**config.mk**
```make
export PLATFORM = sky130hd
export DESIGN_NAME = tse_control
export DESIGN_NICKNAME = d
export VERILOG_FILES = /design/src/rtl/core/tse_pkg.sv /design/src/rtl/core/tse_control.sv
export VERILOG_INCLUDE_DIRS = /design/src /design/src/rtl/core
export SDC_FILE = /design/constraint.sdc
export NUM_CORES = 1
export LEC_CHECK = 0
export ABC_AREA = 1
export BUFFER_PORTS_ARGS = -buffer_cell sky130_fd_sc_hd__buf_4
export CAP_MARGIN = 20
export CORE_ASPECT_RATIO = 0.75
export CORE_UTILIZATION = 46
export CTS_CLUSTER_SIZE = 25
export DETAILED_ROUTE_END_ITERATION = 12
export GPL_TIMING_DRIVEN = 0
export HOLD_SLACK_MARGIN = 0.15
export PLACE_DENSITY = 0.86
export REMOVE_ABC_BUFFERS = 1
export SLEW_MARGIN = 10
export SYNTH_ARGS = -nofsm -noshare
export SYNTH_HDL_FRONTEND = slang
export SYNTH_SLANG_ARGS = --single-unit
```
**constraint.sdc**
```tcl
create_clock -name clk -period 1.5 [get_ports clk]
set_input_delay 0.3 -clock clk [delete_from_list [all_inputs] [get_ports clk]]
set_output_delay 0.3 -clock clk [all_outputs]
set_load 0.005 [all_outputs]
```
**src/rtl/core/tagged_stack_engine_defines.svh**
```systemverilog
// Assertion macros for the tagged stack engine
`ifndef TAGGED_STACK_ENGINE_DEFINES_SVH
`define TAGGED_STACK_ENGINE_DEFINES_SVH

// implication checked every cycle outside reset
`define TSE_ASSERT_IMP(label, clk, rst_n, ante, cons, msg) \
    label: assert property (@(posedge clk) disable iff (!rst_n) (ante) |-> (cons)) \
        else $error(msg);

// implication checked in the cycle after the antecedent
`define TSE_ASSERT_NEXT(label, clk, rst_n, ante, cons, msg) \
    label: assert property (@(posedge clk) disable iff (!rst_n) (ante) |=> (cons)) \
        else $error(msg);

`endif

```
**src/rtl/core/tse_pkg.sv**
```systemverilog
// ----------------------------------------------------------------------------
// tse_pkg
// Types, codes and constants shared by the tagged stack engine.
// ----------------------------------------------------------------------------
`timescale 1ns / 1ps
`default_nettype none
package tse_pkg;

    localparam int STACK_DEPTH_DEF = 1024;
    localparam int KIND_W  = 4;
    localparam int VALUE_W = 32;
    localparam int COUNT_W = 11;
    localparam int STAT_W  = 3;

    localparam logic [KIND_W-1:0] K_PUSH    = 4'd0;
    localparam logic [KIND_W-1:0] K_POP     = 4'd1;
    localparam logic [KIND_W-1:0] K_PEEK    = 4'd2;
    localparam logic [KIND_W-1:0] K_CLEAR   = 4'd3;
    localparam logic [KIND_W-1:0] K_DUP     = 4'd4;
    localparam logic [KIND_W-1:0] K_SWAP    = 4'd5;
    localparam logic [KIND_W-1:0] K_ROTATE  = 4'd6;
    localparam logic [KIND_W-1:0] K_SEARCH  = 4'd7;
    localparam logic [KIND_W-1:0] K_REVERSE = 4'd8;

    localparam logic [STAT_W-1:0] ST_OK       = 3'd0;
    localparam logic [STAT_W-1:0] ST_FULL     = 3'd1;
    localparam logic [STAT_W-1:0] ST_FEW      = 3'd2;
    localparam logic [STAT_W-1:0] ST_BADN     = 3'd3;
    localparam logic [STAT_W-1:0] ST_NOTFOUND = 3'd4;

    typedef enum logic [3:0] {
        S_IDLE,
        S_READ,      // issue read of top/scan word
        S_WAIT,      // read data comes back
        S_SCAN,      // search compare
        S_SWAP_A,    // reverse: read next low word
        S_SWAP_B,
        S_SWAP_W,    // write the other word back
        S_ROT,       // rotate step
        S_DONE
    } state_t;

    // controller -> datapath
    typedef struct packed {
        logic        load;       // latch command
        logic        rd_a;       // read addr_a into data_a
        logic        rd_b;       // read addr_b into data_b
        logic        wr_a;       // write data_b at addr_a
        logic        wr_b;       // write data_a at addr_b
        logic        wr_push;    // write input word at fill
        logic        wr_dup;     // write data_a at fill
        logic        rot_init;
        logic        rot_step;   // write data_a above addr_a, move addr down
        logic        rev_init;
        logic        rev_step;
        logic        scan_step;
        logic        fill_inc;
        logic        fill_dec;
        logic        fill_clr;
        logic        set_read;   // copy data_a to read fields
        logic        set_found;
        logic [STAT_W-1:0] status;
        logic        set_status;
        logic        out_load;
    } cmd_t;

    // datapath -> controller
    typedef struct packed {
        logic [KIND_W-1:0] kind;
        logic        empty;
        logic        full;
        logic        few;
        logic        bad_rot;
        logic        match;
        logic        scan_last;
        logic        ptr_meet;   // reverse/rotate finished
        logic        out_busy;
    } stat_t;

    function automatic logic words_equal(input logic [31:0] a, input logic [31:0] b,
                                         input logic tag);
        logic a_nan;
        logic b_nan;
        a_nan = (a[30:23] == 8'hFF) && (a[22:0] != 23'd0);
        b_nan = (b[30:23] == 8'hFF) && (b[22:0] != 23'd0);
        if (!tag)
            return a == b;
        if (a_nan || b_nan)
            return 1'b0;
        if (a[30:0] == 31'd0 && b[30:0] == 31'd0)
            return 1'b1;
        return a == b;
    endfunction

endpackage
`default_nettype wire

```
**src/rtl/core/tse_control.sv**
```systemverilog
// ----------------------------------------------------------------------------
// tse_control
// Command sequencer for the tagged stack engine.
// ----------------------------------------------------------------------------
`timescale 1ns / 1ps
`default_nettype none
`include "tagged_stack_engine_defines.svh"
module tse_control
    import tse_pkg::*;
(
    input  wire   clk,
    input  wire   rst_n,
    input  wire   cmd_valid,
    output logic  cmd_ready,
    input  stat_t sts,
    output cmd_t  ctl
);
    state_t state_reg, state_next;
    logic   rot_first_reg, rot_first_next;

    always_ff @(posedge clk or negedge rst_n)
    begin
        if (!rst_n)
        begin
            state_reg     <= S_IDLE;
            rot_first_reg <= 1'b0;
        end
        else
        begin
            state_reg     <= state_next;
            rot_first_reg <= rot_first_next;
        end
    end

    // The result register is refilled only once the previous result has gone
    always_comb
    begin
        state_next     = state_reg;
        rot_first_next = rot_first_reg;
        case (state_reg)
            S_IDLE:
                if (cmd_valid && !sts.out_busy)
                    state_next = S_READ;
            S_READ:
            begin
                state_next = S_DONE;
                case (sts.kind)
                    K_POP, K_PEEK: if (!sts.empty) state_next = S_WAIT;
                    K_DUP:     if (!sts.empty && !sts.full) state_next = S_WAIT;
                    K_SWAP:    if (!sts.few) state_next = S_WAIT;
                    K_SEARCH:  if (!sts.empty) state_next = S_WAIT;
                    K_REVERSE: if (!sts.few) state_next = S_SWAP_A;
                    K_ROTATE:
                        if (!sts.bad_rot)
                        begin
                            state_next     = S_WAIT;
                            rot_first_next = 1'b1;
                        end
                    default: state_next = S_DONE;
                endcase
            end
            S_WAIT:
                case (sts.kind)
                    K_SWAP:   state_next = S_SWAP_B;
                    K_SEARCH: state_next = S_SCAN;
                    K_ROTATE:
                        // first pass latches the top word, then the shift loop starts
                        if (rot_first_reg)
                            rot_first_next = 1'b0;
                        else
                            state_next = S_ROT;
                    default:  state_next = S_DONE;
                endcase
            S_SCAN:
                if (sts.match || sts.scan_last)
                    state_next = S_DONE;
                else
                    state_next = S_WAIT;
            S_SWAP_A:
                if (sts.ptr_meet)
                    state_next = S_DONE;
                else
                    state_next = S_WAIT;
            S_SWAP_B: state_next = S_SWAP_W;
            S_SWAP_W:
                if (sts.kind == K_REVERSE)
                    state_next = S_SWAP_A;
                else
                    state_next = S_DONE;
            S_ROT:
                if (sts.ptr_meet)
                    state_next = S_DONE;
                else
                    state_next = S_WAIT;
            S_DONE: state_next = S_IDLE;
            default: state_next = S_IDLE;
        endcase
        // reverse routes its reads through WAIT -> SWAP_B
        if (state_reg == S_WAIT && sts.kind == K_REVERSE)
            state_next = S_SWAP_B;
    end

    always_comb
    begin
        ctl       = '0;
        cmd_ready = 1'b0;
        case (state_reg)
            S_IDLE:
                if (!sts.out_busy)
                begin
                    cmd_ready = 1'b1;
                    ctl.load  = cmd_valid;
                end
            S_READ:
                case (sts.kind)
                    K_PUSH:
                        if (sts.full)
                        begin
                            ctl.set_status = 1'b1;
                            ctl.status     = ST_FULL;
                        end
                        else
                        begin
                            ctl.wr_push  = 1'b1;
                            ctl.fill_inc = 1'b1;
                        end
                    K_POP, K_PEEK, K_SEARCH:
                        if (sts.empty)
                        begin
                            ctl.set_status = 1'b1;
                            ctl.status     = ST_FEW;
                        end
                        else
                            ctl.rd_a = 1'b1;
                    K_DUP:
                        if (sts.empty || sts.full)
                        begin
                            ctl.set_status = 1'b1;
                            ctl.status     = sts.empty ? ST_FEW : ST_FULL;
                        end
                        else
                            ctl.rd_a = 1'b1;
                    K_CLEAR: ctl.fill_clr = 1'b1;
                    K_SWAP, K_REVERSE:
                        if (sts.few)
                        begin
                            ctl.set_status = 1'b1;
                            ctl.status     = ST_FEW;
                        end
                        else
                        begin
                            ctl.rd_a     = (sts.kind == K_SWAP);
                            ctl.rev_init = (sts.kind == K_REVERSE);
                        end
                    K_ROTATE:
                        if (sts.bad_rot)
                        begin
                            ctl.set_status = 1'b1;
                            ctl.status     = ST_BADN;
                        end
                        else
                            ctl.rd_a = 1'b1;
                    default: ctl = '0;
                endcase
            S_WAIT:
                case (sts.kind)
                    K_POP:
                    begin
                        ctl.set_read = 1'b1;
                        ctl.fill_dec = 1'b1;
                    end
                    K_PEEK: ctl.set_read = 1'b1;
                    K_DUP:
                    begin
                        ctl.wr_dup   = 1'b1;
                        ctl.fill_inc = 1'b1;
                    end
                    K_SWAP, K_REVERSE: ctl.rd_b = 1'b1;
                    K_SEARCH: ctl.rd_a = 1'b1;
                    K_ROTATE:
                        if (rot_first_reg)
                            ctl.rot_init = 1'b1;
                        else
                            ctl.rd_a = 1'b1;
                    default: ctl = '0;
                endcase
            S_SCAN:
                if (sts.match)
                    ctl.set_found = 1'b1;
                else if (sts.scan_last)
                begin
                    ctl.set_status = 1'b1;
                    ctl.status     = ST_NOTFOUND;
                end
                else
                begin
                    ctl.scan_step = 1'b1;
                    ctl.rd_a      = 1'b0;
                end
            S_SWAP_A:
                if (!sts.ptr_meet)
                    ctl.rd_a = 1'b1;
            S_SWAP_W:
            begin
                ctl.wr_b     = 1'b1;
                ctl.rev_step = (sts.kind == K_REVERSE);
            end
            S_SWAP_B:
                ctl.wr_a = 1'b1;
            S_ROT:
                ctl.rot_step = 1'b1;
            S_DONE:
                ctl.out_load = 1'b1;
            default: ctl = '0;
        endcase
    end

    `TSE_ASSERT_IMP(a_ready_idle, clk, rst_n, cmd_ready, state_reg == S_IDLE,
        "ready raised outside idle")
    `TSE_ASSERT_NEXT(a_done_idle, clk, rst_n, state_reg == S_DONE, state_reg == S_IDLE,
        "done not followed by idle")
    `TSE_ASSERT_IMP(a_one_write, clk, rst_n, ctl.wr_push, !ctl.wr_dup && !ctl.wr_a,
        "two store writes at once")
endmodule
`default_nettype wire

```
==> results of run 1 <==
-- area by class of cell --
class	count	area [um2]	share of cell area [%]
clock buffer	4	26.28	1.759
inverter	31	123.9	8.291
multi-input combinational	101	721.9	48.33
sequential	5	130.1	8.710
tap	21	26.28	1.759
timing repair buffer	56	465.4	31.16
-- per-stage QoR --
| stage | power, mW | area (um2) | setup slack, ns | hold slack (ns) |
|---|---|---|---|---|
| final | 1.656 | 1494 | -0.3541 | 0.3804 |
| after floorplan | 0.5928 | 807.0 | 0.1274 | 0.004409 |
| after global routing | 1.710 | 1494 | -0.4487 | 0.3856 |
| after global placement | 0.7749 | 1111 | -0.1406 | 0.1031 |
| after CTS | 1.147 | 1269 | -0.3165 | 0.3499 |
| after detailed placement | 0.7884 | 1111 | -0.1654 | 0.1045 |
-- metal layers --
metal  part of all wire [%]  GRT usage [%]  wire length (um)  vias to the layer above
li1                       -              -                 -                      557
met1                     35          39.66              1482                      617
met2                     46          52.67              1946                      128
met3                     13          4.762               561                       35
met4                    6.5          2.083               279                        0
met5                      0              0                 0                        -
-- worst max path at each step --
stage,from,depth (start not counted),endpoint
finish,state_reg[1],7,ctl[20]
global route,state_reg[3],8,ctl[20]
floorplan,state_reg[2],5,ctl[9]
CTS,state_reg[2],8,ctl[20]
global placement,state_reg[2],6,ctl[9]
detailed placement,sts[9],10,ctl[20]
-- worst max-delay path, stage by stage, from the launching register on --
cell,delay (ns)
dfrtp_2,0.45
inv_4,0.08
nor3_4,0.26
nand3_2,0.17
inv_1,0.12
nand2_1,0.07
nand3_2,0.08
buf_6,0.09
-- power by group --
| part | switching, mW | internal (mW) | total, mW |
|---|---|---|---|
| Combinational | 0.641 | 0.569 | 1.21 |
| Clock | 0.0622 | 0.101 | 0.163 |
| Sequential | 0.0957 | 0.187 | 0.282 |
-- cell usage in the layout (no fill, tap or decap), types with 4 or more instances in the layout --
master and n:
inv_2 8, buf_4 46, inv_1 20, nand2_2 4, a21oi_2 6, nor2_2 7, dfrtp_2 4, o21ai_1 4
nand3_1 6, nor2_4 7, nor3_4 6, nand2_1 21, nor2_1 14, nand3_2 4, buf_6 8
-- cell families (layout without fill, tap and decap cells) --
group | after synthesis | count (layout) | share of synthesized area [%]
AOI/OAI and AO/OA | 20 | 20 | 15.50
and+or+nand+nor | 81 | 81 | 54.57
buffers and inverters | 31 | 91 | 14.42
DFF | 5 | 5 | 15.50
-- repair_timing --
item                       in CTS  in global routing
hold buffers                    1                  0
setup buffers                   8                 11
setup endpoints to repair      22                 27
resized for setup              18                 41
hold endpoints to repair        5                  0
pin swaps                       5                 15
==> impl_metrics.py, run 1 <==
metrics = {
    "final_layout": {
        "final_util_pct": 95.67,
        "largest_reg_flops": 4,
        "antenna_cells": 0,
        "drive_gt1_share_pct": 60.41,
        "n_fill_cell": 40,
        "num-nets-final": 213,
        "area_growth_pct": 85.12,
        "stdcell_count": 218,
    },
    "clock_tree": {
        "clk_pin_slew_ns": 0.05,
        "clock_latency_ns": 0.25,
        "clock-root-buffer": "clkbuf_4",
        "cts_buffers": 3,
        "tritoncts": "done",
        "htree_levels": 1,
        "cts_buffer_depth": 2,
        "cts_sinks": 5,
    },
    "power": {
        "p_leak_nw": 0.7825,
        "vdd_ir_drop_max_uv": 1009,
        "powerDensity_mw_per_mm2": 1108,
    },
    "timing": {
        "fin_skew_ns": 0.007061,
        "finalSetupViolations": 27,
        "timing.fmax_mhz": 539.4,
        "finalSetupTns_ns": -5.862,
        "grt_setup_unrepaired": "true",
        "period_share_pct": 123.6,
        "slew_headroom_pct": 76.30,
        "tightest_slew_ns": 0.3536,
        "fin_ws_ns": -0.3541,
        "timing.final.crit_period_ns": 1.854,
        "slew_viol_final": 0,
        "finalHoldViolCount": 0,
    },
    "detailed_routing": {
        "vias": 1337,
        "drt_iter0_markers": 97,
        "routedWlPerCell_um": 19.59,
        "routed_wl_um": 4271,
        "avgViaCountPerCell": 6.133,
        "firstDrtPassIters": 6,
        "drc": 0,
        "ant_nets": 0,
    },
    "yosys": {
        "synth_top_area_share_pct": 15.50,
        "synth_area_um2": 807.0,
        "synthTopCellsByCount": "inv_1, nand2_1, nor2_1, nand3_1",
        "yosysWarnings": 0,
        "postSynthCellCount": 137,
        "yosysTopAreaCell": "dfrtp_1",
        "syn_area_per_cell_um2": 5.891,
        "synth.distinct_cells": 23,
        "synth_ff_type": "dfrtp_1",
        "ys_ff_latch": 5,
        "synth_edf_count": 0,
        "ys_seq_area_share_pct": 15.50,
        "yosys-top-cells-area": "dfrtp_1, inv_1, nand2_1",
        "synth_most_common_cell": "inv_1",
        "ys_async_sr_fraction_pct": 100.0,
    },
    "run_status": {
        "violations": "setup timing",
        "status": "finished with violations",
    },
    "die": {
        "die_y_um": 38.28,
        "start_util_pct": 51.68,
        "rows": 12,
        "io_pins": 38,
        "core_mm2": 0.001562,
        "dieArea_mm2": 0.001928,
        "die_w_um": 50.37,
    },
    "worst_setup_path": {
        "cp-start-kind": "register",
        "reg2reg_from": "state_reg[2]",
        "worst_r2r_endpoint": "state_reg[2]",
        "regToRegSetupSlack_ns": -0.15,
        "cp-end-kind": "output pin",
        "cp.required_ns": 1.20,
        "cp.arrival_ns": 1.55,
        "critPathMaxFanout": 4,
        "timing_worst_setup_path_type": "register to output pin",
        "reg2reg_depth": 10,
    },
    "global_routing": {
        "grt_pass1_vias": 938,
        "track_usage_pct": 29.55,
        "grt_first_pass_wirelength_um": 4167,
        "antenna_found_initial": 0,
        "grt_remaining_overflow": 0,
        "grt_max_degree": 8,
    },
    "worst_hold_path": {
        "hold_depth": 4,
        "holdCritStartpoint": "sts[0]",
        "holdCritPathClass": "input pin to register",
        "whs_endpoint": "state_reg[0]",
    },
    "place": {
        "io_buffers": 37,
        "dp.cells": 195,
        "place_congestion": 0.9064,
        "dp_hpwl_um": 1890,
    },
    "flow_run": {
        "drv_cap": 0,
    },
}
(Power assumes the default switching activity.)
==> inputs of run 2 (changes only) <==
GPL_TIMING_DRIVEN = 1   (was 0)
RECOVER_POWER = 50   (was not set)
==> run 2 against run 1 <==
Against the previous run: synthesized cell count unchanged; synthesized area stayed put; the flow now stops in global routing.
==> impl_metrics.py, run 2 <==
metrics = {
    "yosys": {
        "synth-adder-area-share_pct": 0,
        "synth_compound_area_share_pct": 15.50,
        "yosys-top-cells-area": "dfrtp_1, inv_1, nand2_1",
        "synth_edf_count": 0,
        "postSynthCellCount": 137,
        "synth_most_common_cell": "inv_1",
        "syn_area_per_cell_um2": 5.891,
        "synth_ff_type": "dfrtp_1",
        "yosys.area_share.simple_pct": 54.57,
        "ys_seq_area_share_pct": 15.50,
        "yosysTopAreaCell": "dfrtp_1",
        "synth_top_family_by_area": "simple AND/OR/NAND/NOR gates",
        "yosysWarnings": 0,
        "synth_top_area_share_pct": 15.50,
        "ys_async_sr_fraction_pct": 100.0,
        "synth.area.mux_share_pct": 0,
        "synthTopCellsByCount": "inv_1, nand2_1, nor2_1, nand3_1",
        "synth_area_um2": 807.0,
        "ys_ff_latch": 5,
        "synth_xor_area_share_pct": 0,
        "synth.distinct_cells": 23,
    },
    "clock_tree": {
        "clock-root-buffer": "clkbuf_4",
        "cts_sinks": 5,
        "htree_levels": 1,
        "cts_buffer_depth": 2,
        "cts_buffers": 3,
    },
    "place": {
        "place_area_mm2": 0.001299,
        "place_congestion": 0.9189,
        "io_buffers": 37,
        "dp_hpwl_um": 2324,
        "dp_slack_ns": -0.1431,
    },
    "timing": {
        "worst-endpoint-pin-kind": "top-level output",
        "worstEndpointGrtRepair": "ctl[20]",
    },
    "run_status": {
        "firstError": "[ERROR DPL-0038] Utilization greater than 100%, impossible to legalize",
        "status": "stopped before the end",
        "failing_step": "global routing",
    },
    "die": {
        "die_w_um": 50.37,
        "rows": 12,
        "start_util_pct": 51.68,
        "die_y_um": 38.28,
        "io_pins": 38,
    },
    "global_routing": {
        "grt_max_degree": 7,
    },
}
-- run 2: kinds of logic after synthesis --
family          after synthesis
compound gates               20
buf+inv                      31
flops                         5
simple gates                 81
-- run 2: what timing repair did --
item                       4_1_cts
pin swaps                        9
gates cloned                     0
hold endpoints to repair         5
resized for setup               19
hold buffers                     1
setup buffers                    6
setup endpoints to repair       23
-- run 2: metrics by stage --
step | TNS, ns | utilization [%] | instances
after CTS | -3.941 | 92.15 | 231
after floorplan | 0 | - | 137
after global placement | -0.1716 | 83.17 | 220
after detailed placement | -0.3615 | 83.17 | 220
==> inputs of run 3 (changes only) <==
CORE_AREA = 2 2 63 65   (was not set)
CORE_ASPECT_RATIO = not set   (was 0.75)
CORE_UTILIZATION = not set   (was 46)
CTS_CLUSTER_SIZE = not set   (was 25)
DIE_AREA = 0 0 65 67   (was not set)
HOLD_SLACK_MARGIN = not set   (was 0.15)
PLACE_DENSITY = not set   (was 0.86)
PLACE_DENSITY_LB_ADDON = 0.15   (was not set)
==> run 3 against run 2 <==
Against the previous run: the flow now finishes, with violations (setup timing).
==> impl_metrics.py, run 3 (synthesized netlist as in run 1, its figures left out) <==
metrics = {
    "worst_setup_path": {
        "cp-end-kind": "output pin",
        "reg2reg_from": "state_reg[3]",
        "cp.required_ns": 1.20,
        "critical_path_buf_inv_count": 3,
        "reg2reg_depth": 10,
        "worst_r2r_endpoint": "state_reg[2]",
        "cpPeakStageDelay_ns": 0.40,
        "timing_worst_setup_path_type": "register to output pin",
        "crit_end": "ctl[8]",
        "crit_start": "state_reg[3]",
        "cp-start-kind": "register",
        "slowest_stage": "dfrtp_1",
        "cp.depth": 6,
        "worst_path_most_repeated_cell": "inv_2",
        "cp.arrival_ns": 1.42,
        "regToRegSetupSlack_ns": -0.01,
        "cp_top_family": "simple AND/OR/NAND/NOR gates",
        "critPathMaxFanout": 5,
        "crit_chain": "inv_2 -> nand2_4 -> nor3_4 -> inv_2 -> nor4_2 -> buf_4",
    },
    "global_routing": {
        "grt_max_degree": 7,
        "antenna_found_initial": 0,
        "grt_remaining_overflow": 0,
        "track_usage_pct": 12.92,
        "grt_first_pass_wirelength_um": 4478,
        "grt_pass1_vias": 1056,
    },
    "timing": {
        "finalSetupTns_ns": -2.630,
        "slew_viol_final": 0,
        "period_share_pct": 114.6,
        "finalHoldViolCount": 0,
        "finalSetupViolations": 21,
        "timing.final.crit_period_ns": 1.719,
        "fin_skew_ns": 0.004273,
        "timing.fmax_mhz": 581.7,
        "tightest_slew_ns": 0.2727,
        "slew_headroom_pct": 81.82,
        "grt_setup_unrepaired": "true",
        "fin_ws_ns": -0.2190,
    },
    "run_status": {
        "status": "finished with violations",
        "violations": "setup timing",
    },
    "final_layout": {
        "final_common_cell": "buf_4",
        "mostFrequentLayoutCells": "buf_4, nand2_1, inv_1, nor2_1, inv_2",
        "multi_input_area_um2": 696.9,
        "num-nets-final": 232,
        "drive_gt1_share_pct": 61.11,
        "stdcell_count": 264,
        "largest_reg_flops": 4,
        "area_growth_pct": 106.0,
        "final_util_pct": 46.11,
        "antenna_cells": 0,
        "regArea_um2": 126.4,
        "n_fill_cell": 385,
    },
    "detailed_routing": {
        "vias": 1130,
        "avgViaCountPerCell": 4.280,
        "ant_nets": 0,
        "drc": 0,
        "routed_wl_um": 2859,
        "firstDrtPassIters": 4,
        "routedWlPerCell_um": 10.83,
        "drt_iter0_markers": 31,
    },
    "place": {
        "place_congestion": 0.8180,
        "dp_hpwl_um": 2266,
        "io_buffers": 37,
        "dp_slack_ns": -0.1356,
        "dp.cells": 250,
    },
    "flow_run": {
        "drv_cap": 0,
    },
    "worst_hold_path": {
        "holdCritPathClass": "input pin to register",
        "holdCritStartpoint": "sts[0]",
        "hold_depth": 4,
    },
    "die": {
        "core_mm2": 0.003606,
        "dieArea_mm2": 0.004355,
        "start_util_pct": 22.38,
        "die_w_um": 65,
        "io_pins": 38,
        "rows": 22,
        "die_y_um": 67,
    },
    "clock_tree": {
        "htree_levels": 1,
        "clock_latency_ns": 0.22,
        "cts_sinks": 5,
        "clock-root-buffer": "clkbuf_8",
        "tritoncts": "done",
        "clk_pin_slew_ns": 0.04,
        "cts_buffers": 3,
        "cts_buffer_depth": 2,
    },
    "power": {
        "vdd_ir_drop_max_uv": 325.4,
        "power.total_mw": 1.594,
        "p_leak_nw": 0.8595,
        "powerDensity_mw_per_mm2": 958.9,
    },
}
==> run 3: worst min path at each step <==
stage | to
floorplan | rot_first_reg
global placement | state_reg[2]
detailed placement | state_reg[2]
CTS | state_reg[0]
global route | state_reg[0]
finish | state_reg[0]
==> run 3: where the power goes <==
group	total (mW)	internal, mW	switching [mW]
Combinational	1.11	0.568	0.545
Sequential	0.233	0.184	0.0492
Clock	0.249	0.182	0.0663
==> run 3: worst register-to-register path, cell delays in order (launching register included) <==
cell	delay [ns]
dfrtp_1	0.40
inv_2	0.09
nand2_4	0.06
nor3_4	0.19
nand3_2	0.13
buf_4	0.15
buf_6	0.11
o21ai_4	0.12
nor2_1	0.05
nand2_1	0.06
nand2_1	0.04
==> run 3: what timing repair did <==
item / in CTS / in global routing
hold endpoints to repair: 5 / 0
setup endpoints to repair: 21 / 26
pin swaps: 8 / 12
hold buffers: 1 / 0
cloned: 0 / 0
setup buffers: 6 / 6
resized for setup: 21 / 31
==> run 3: per-stage QoR <==
| step | instance area (um2) | hold WS (ns) |
|---|---|---|
| global placement | 1355 | 0.1032 |
| floorplan | 807.0 | 0.004409 |
| detailed placement | 1355 | 0.1049 |
| global route | 1663 | 0.4238 |
| finish | 1663 | 0.4071 |
| CTS | 1516 | 0.3784 |
==> run 3: final cells by class <==
class	count	area share (%)
sequential	5	7.600
clock buffer	4	2.709
tap	48	3.612
multi-input combinational	101	41.91
inverter	31	7.148
timing repair buffer	75	37.02
==> run 3: routing by layer <==
| metal | vias up | routed length [um] | GRT usage (%) |
|---|---|---|---|
| li1 | 591 | - | - |
| met1 | 515 | 1200 | 15.63 |
| met3 | 0 | 131 | 3.547 |
| met4 | 0 | 0 | 0 |
| met2 | 24 | 1527 | 24.10 |
| met5 | - | 0 | 0 |
==> inputs of run 4 (changes only) <==
ABC_AREA = not set   (was 1)
CTS_CLUSTER_SIZE = 25   (was not set)
==> run 4 against run 3 <==
Against the previous run: the run still ends with setup timing left; setup slack worse by 0.11 ns; clock skew shrank 0.0039 ns; register-to-register slack lost 0.11 ns; synthesized cell count down 12%; highest routed layer is now met4.
==> impl_metrics.py, run 4 <==
metrics = {
    "place": {
        "dp_hpwl_um": 2689,
        "dp_slack_ns": -0.3300,
        "io_buffers": 37,
        "place_congestion": 0.8132,
    },
    "yosys": {
        "synth_edf_count": 0,
        "synth_top_area_share_pct": 15.22,
        "yosysWarnings": 0,
        "yosysTopAreaCell": "dfrtp_1",
        "yosys-top-cells-area": "dfrtp_1, nor2_1, nor3_1",
        "synth.distinct_cells": 44,
        "syn_area_per_cell_um2": 6.850,
        "synth_most_common_cell": "nor2_1",
        "ys_async_sr_fraction_pct": 100.0,
        "ys_ff_latch": 5,
        "synth_area_um2": 822.0,
        "synth_ff_type": "dfrtp_1",
        "postSynthCellCount": 120,
        "synthTopCellsByCount": "nor2_1, nand2_1, nor3_1, inv_1, dfrtp_1",
        "ys_seq_area_share_pct": 15.22,
    },
    "worst_setup_path": {
        "critPathMaxFanout": 10,
        "cp-start-kind": "register",
        "cp.arrival_ns": 1.53,
        "timing_worst_setup_path_type": "register to output pin",
        "cp.required_ns": 1.20,
        "cp-end-kind": "output pin",
    },
    "final_layout": {
        "mostFrequentLayoutCells": "buf_4, buf_6, nor2_1, nand2_1, nor2_4",
        "final_common_cell": "buf_4",
        "largest_reg_flops": 4,
        "area_growth_pct": 142.5,
        "drive_gt1_share_pct": 66.06,
        "final_util_pct": 55.27,
        "num-nets-final": 234,
        "antenna_cells": 0,
    },
    "die": {
        "dieArea_mm2": 0.004355,
        "rows": 22,
        "die_w_um": 65,
        "io_pins": 38,
        "die_y_um": 67,
        "core_mm2": 0.003606,
        "start_util_pct": 22.80,
    },
    "detailed_routing": {
        "routedWlPerCell_um": 13.06,
        "drt_iter0_markers": 20,
        "vias": 1274,
        "routed_wl_um": 3474,
        "ant_nets": 0,
        "drc": 0,
        "avgViaCountPerCell": 4.789,
        "firstDrtPassIters": 4,
    },
    "timing": {
        "fin_skew_ns": 0.0003988,
        "fin_ws_ns": -0.3319,
        "grt_setup_unrepaired": "true",
        "timing.fmax_mhz": 545.9,
        "period_share_pct": 122.1,
        "timing.final.crit_period_ns": 1.832,
        "tightest_slew_ns": 0.4005,
        "finalSetupViolations": 25,
        "slew_viol_final": 0,
        "finalHoldViolCount": 0,
        "slew_headroom_pct": 73.09,
    },
    "run_status": {
        "status": "finished with violations",
        "violations": "setup timing",
    },
    "power": {
        "powerDensity_mw_per_mm2": 756.6,
        "netSwitchingPower_uw": 592.4,
        "clkPwrFrac_pct": 16.2,
        "switching_share_pct": 39.28,
        "p_comb_share_pct": 69.0,
        "power.internal_uw": 915.7,
        "vdd_ir_drop_max_uv": 360.6,
        "pwr-share-seq_pct": 14.8,
        "p_leak_nw": 0.8994,
    },
    "clock_tree": {
        "cts_sinks": 5,
        "clk_pin_slew_ns": 0.03,
        "clock-root-buffer": "clkbuf_8",
        "tritoncts": "done",
        "cts_buffer_depth": 2,
        "htree_levels": 1,
        "clock_latency_ns": 0.22,
        "cts_buffers": 3,
    },
    "global_routing": {
        "grt_remaining_overflow": 0,
        "grt_pass1_vias": 1265,
        "antenna_found_initial": 0,
        "track_usage_pct": 16.58,
        "grt_max_degree": 11,
        "grt_first_pass_wirelength_um": 5651,
    },
    "worst_hold_path": {
        "holdCritPathClass": "input pin to async pin",
    },
    "flow_run": {
        "drv_cap": 0,
    },
}
## run 4: cell type report
type / count / area (um2)
clock buffers: 4 / 45.04
fillers: 337 / 1613
inverters: 6 / 27.53
multi-input cells: 101 / 880.8
flip-flops and latches: 5 / 128.9
well taps: 48 / 60.06
repair buffers: 102 / 850.8
## run 4: worst max-delay path, cell delays in order, from the launching register on
cell and delay [ns]:
dfrtp_1 0.38, buf_6 0.16, or4_4 0.54, o211ai_1 0.10, buf_4 0.14
## run 4: what timing repair did
item                                   in CTS  in global routing
hold buffers                                1                  0
pin swaps                                   7                  7
buffers inserted                            5                  8
resized for setup                          45                 35
cloned                                      0                  0
endpoints found under the hold margin       5                  0
setup endpoints to repair                  26                 27
## run 4: worst paths after layout
check	start	to	slack [ns]	cells after the start
min in group clk	sts[8]	rot_first_reg	0.52	3
worst min-delay path	rst_n	rot_first_reg	0.48	2
worst max register to register	state_reg[0]	rot_first_reg	-0.12	9
worst min register to register	rot_first_reg	rot_first_reg	0.57	1
max in group asynchronous	rst_n	state_reg[0]	0.79	2
worst max-delay path	state_reg[1]	ctl[20]	-0.33	4
## run 4: logic make-up (layout without fill, tap and decap cells)
kind of cell	after synthesis	count (layout)	synth area share, %
multiplexers	1	1	1.218
XOR/XNOR	2	2	3.957
AND/OR/NAND/NOR	69	69	44.75
adder cells (fa/ha/maj)	1	1	1.218
buffers and inverters	14	112	8.523
flip-flops	5	5	15.22
AO/OA/AOI/OAI	28	28	25.11
## run 4: metrics by stage
step                      instance area [um2]  instances  total power, mW  TNS [ns]  hold WS [ns]
after floorplan                         774.5        112           0.4797   -0.6627      0.004409
after global placement                   1495        248           0.8893    -3.844        0.1030
after detailed placement                 1495        248           0.8922    -3.751        0.1031
after CTS                                1779        258            1.372    -4.869        0.4132
after global routing                     1993        266            1.623    -6.537        0.4937
final                                    1993        266            1.508    -4.810        0.4760
## run 4: power by group through the flow
stage               combinational (mW)  sequential [mW]  clock [mW]
global placement                 0.684            0.206           0
detailed placement               0.685            0.207           0
CTS                              0.900            0.220       0.252
floorplan                        0.268            0.212           0
finish                            1.04            0.223       0.245
global route                      1.12            0.230       0.269
## run 4: routing by layer
metal	vias to the layer above	GRT usage, %	wire [um]
met2	33	32.35	1919
li1	638	-	-
met5	-	0	0
met3	3	1.351	138
met1	600	18.60	1392
met4	0	5.851	23
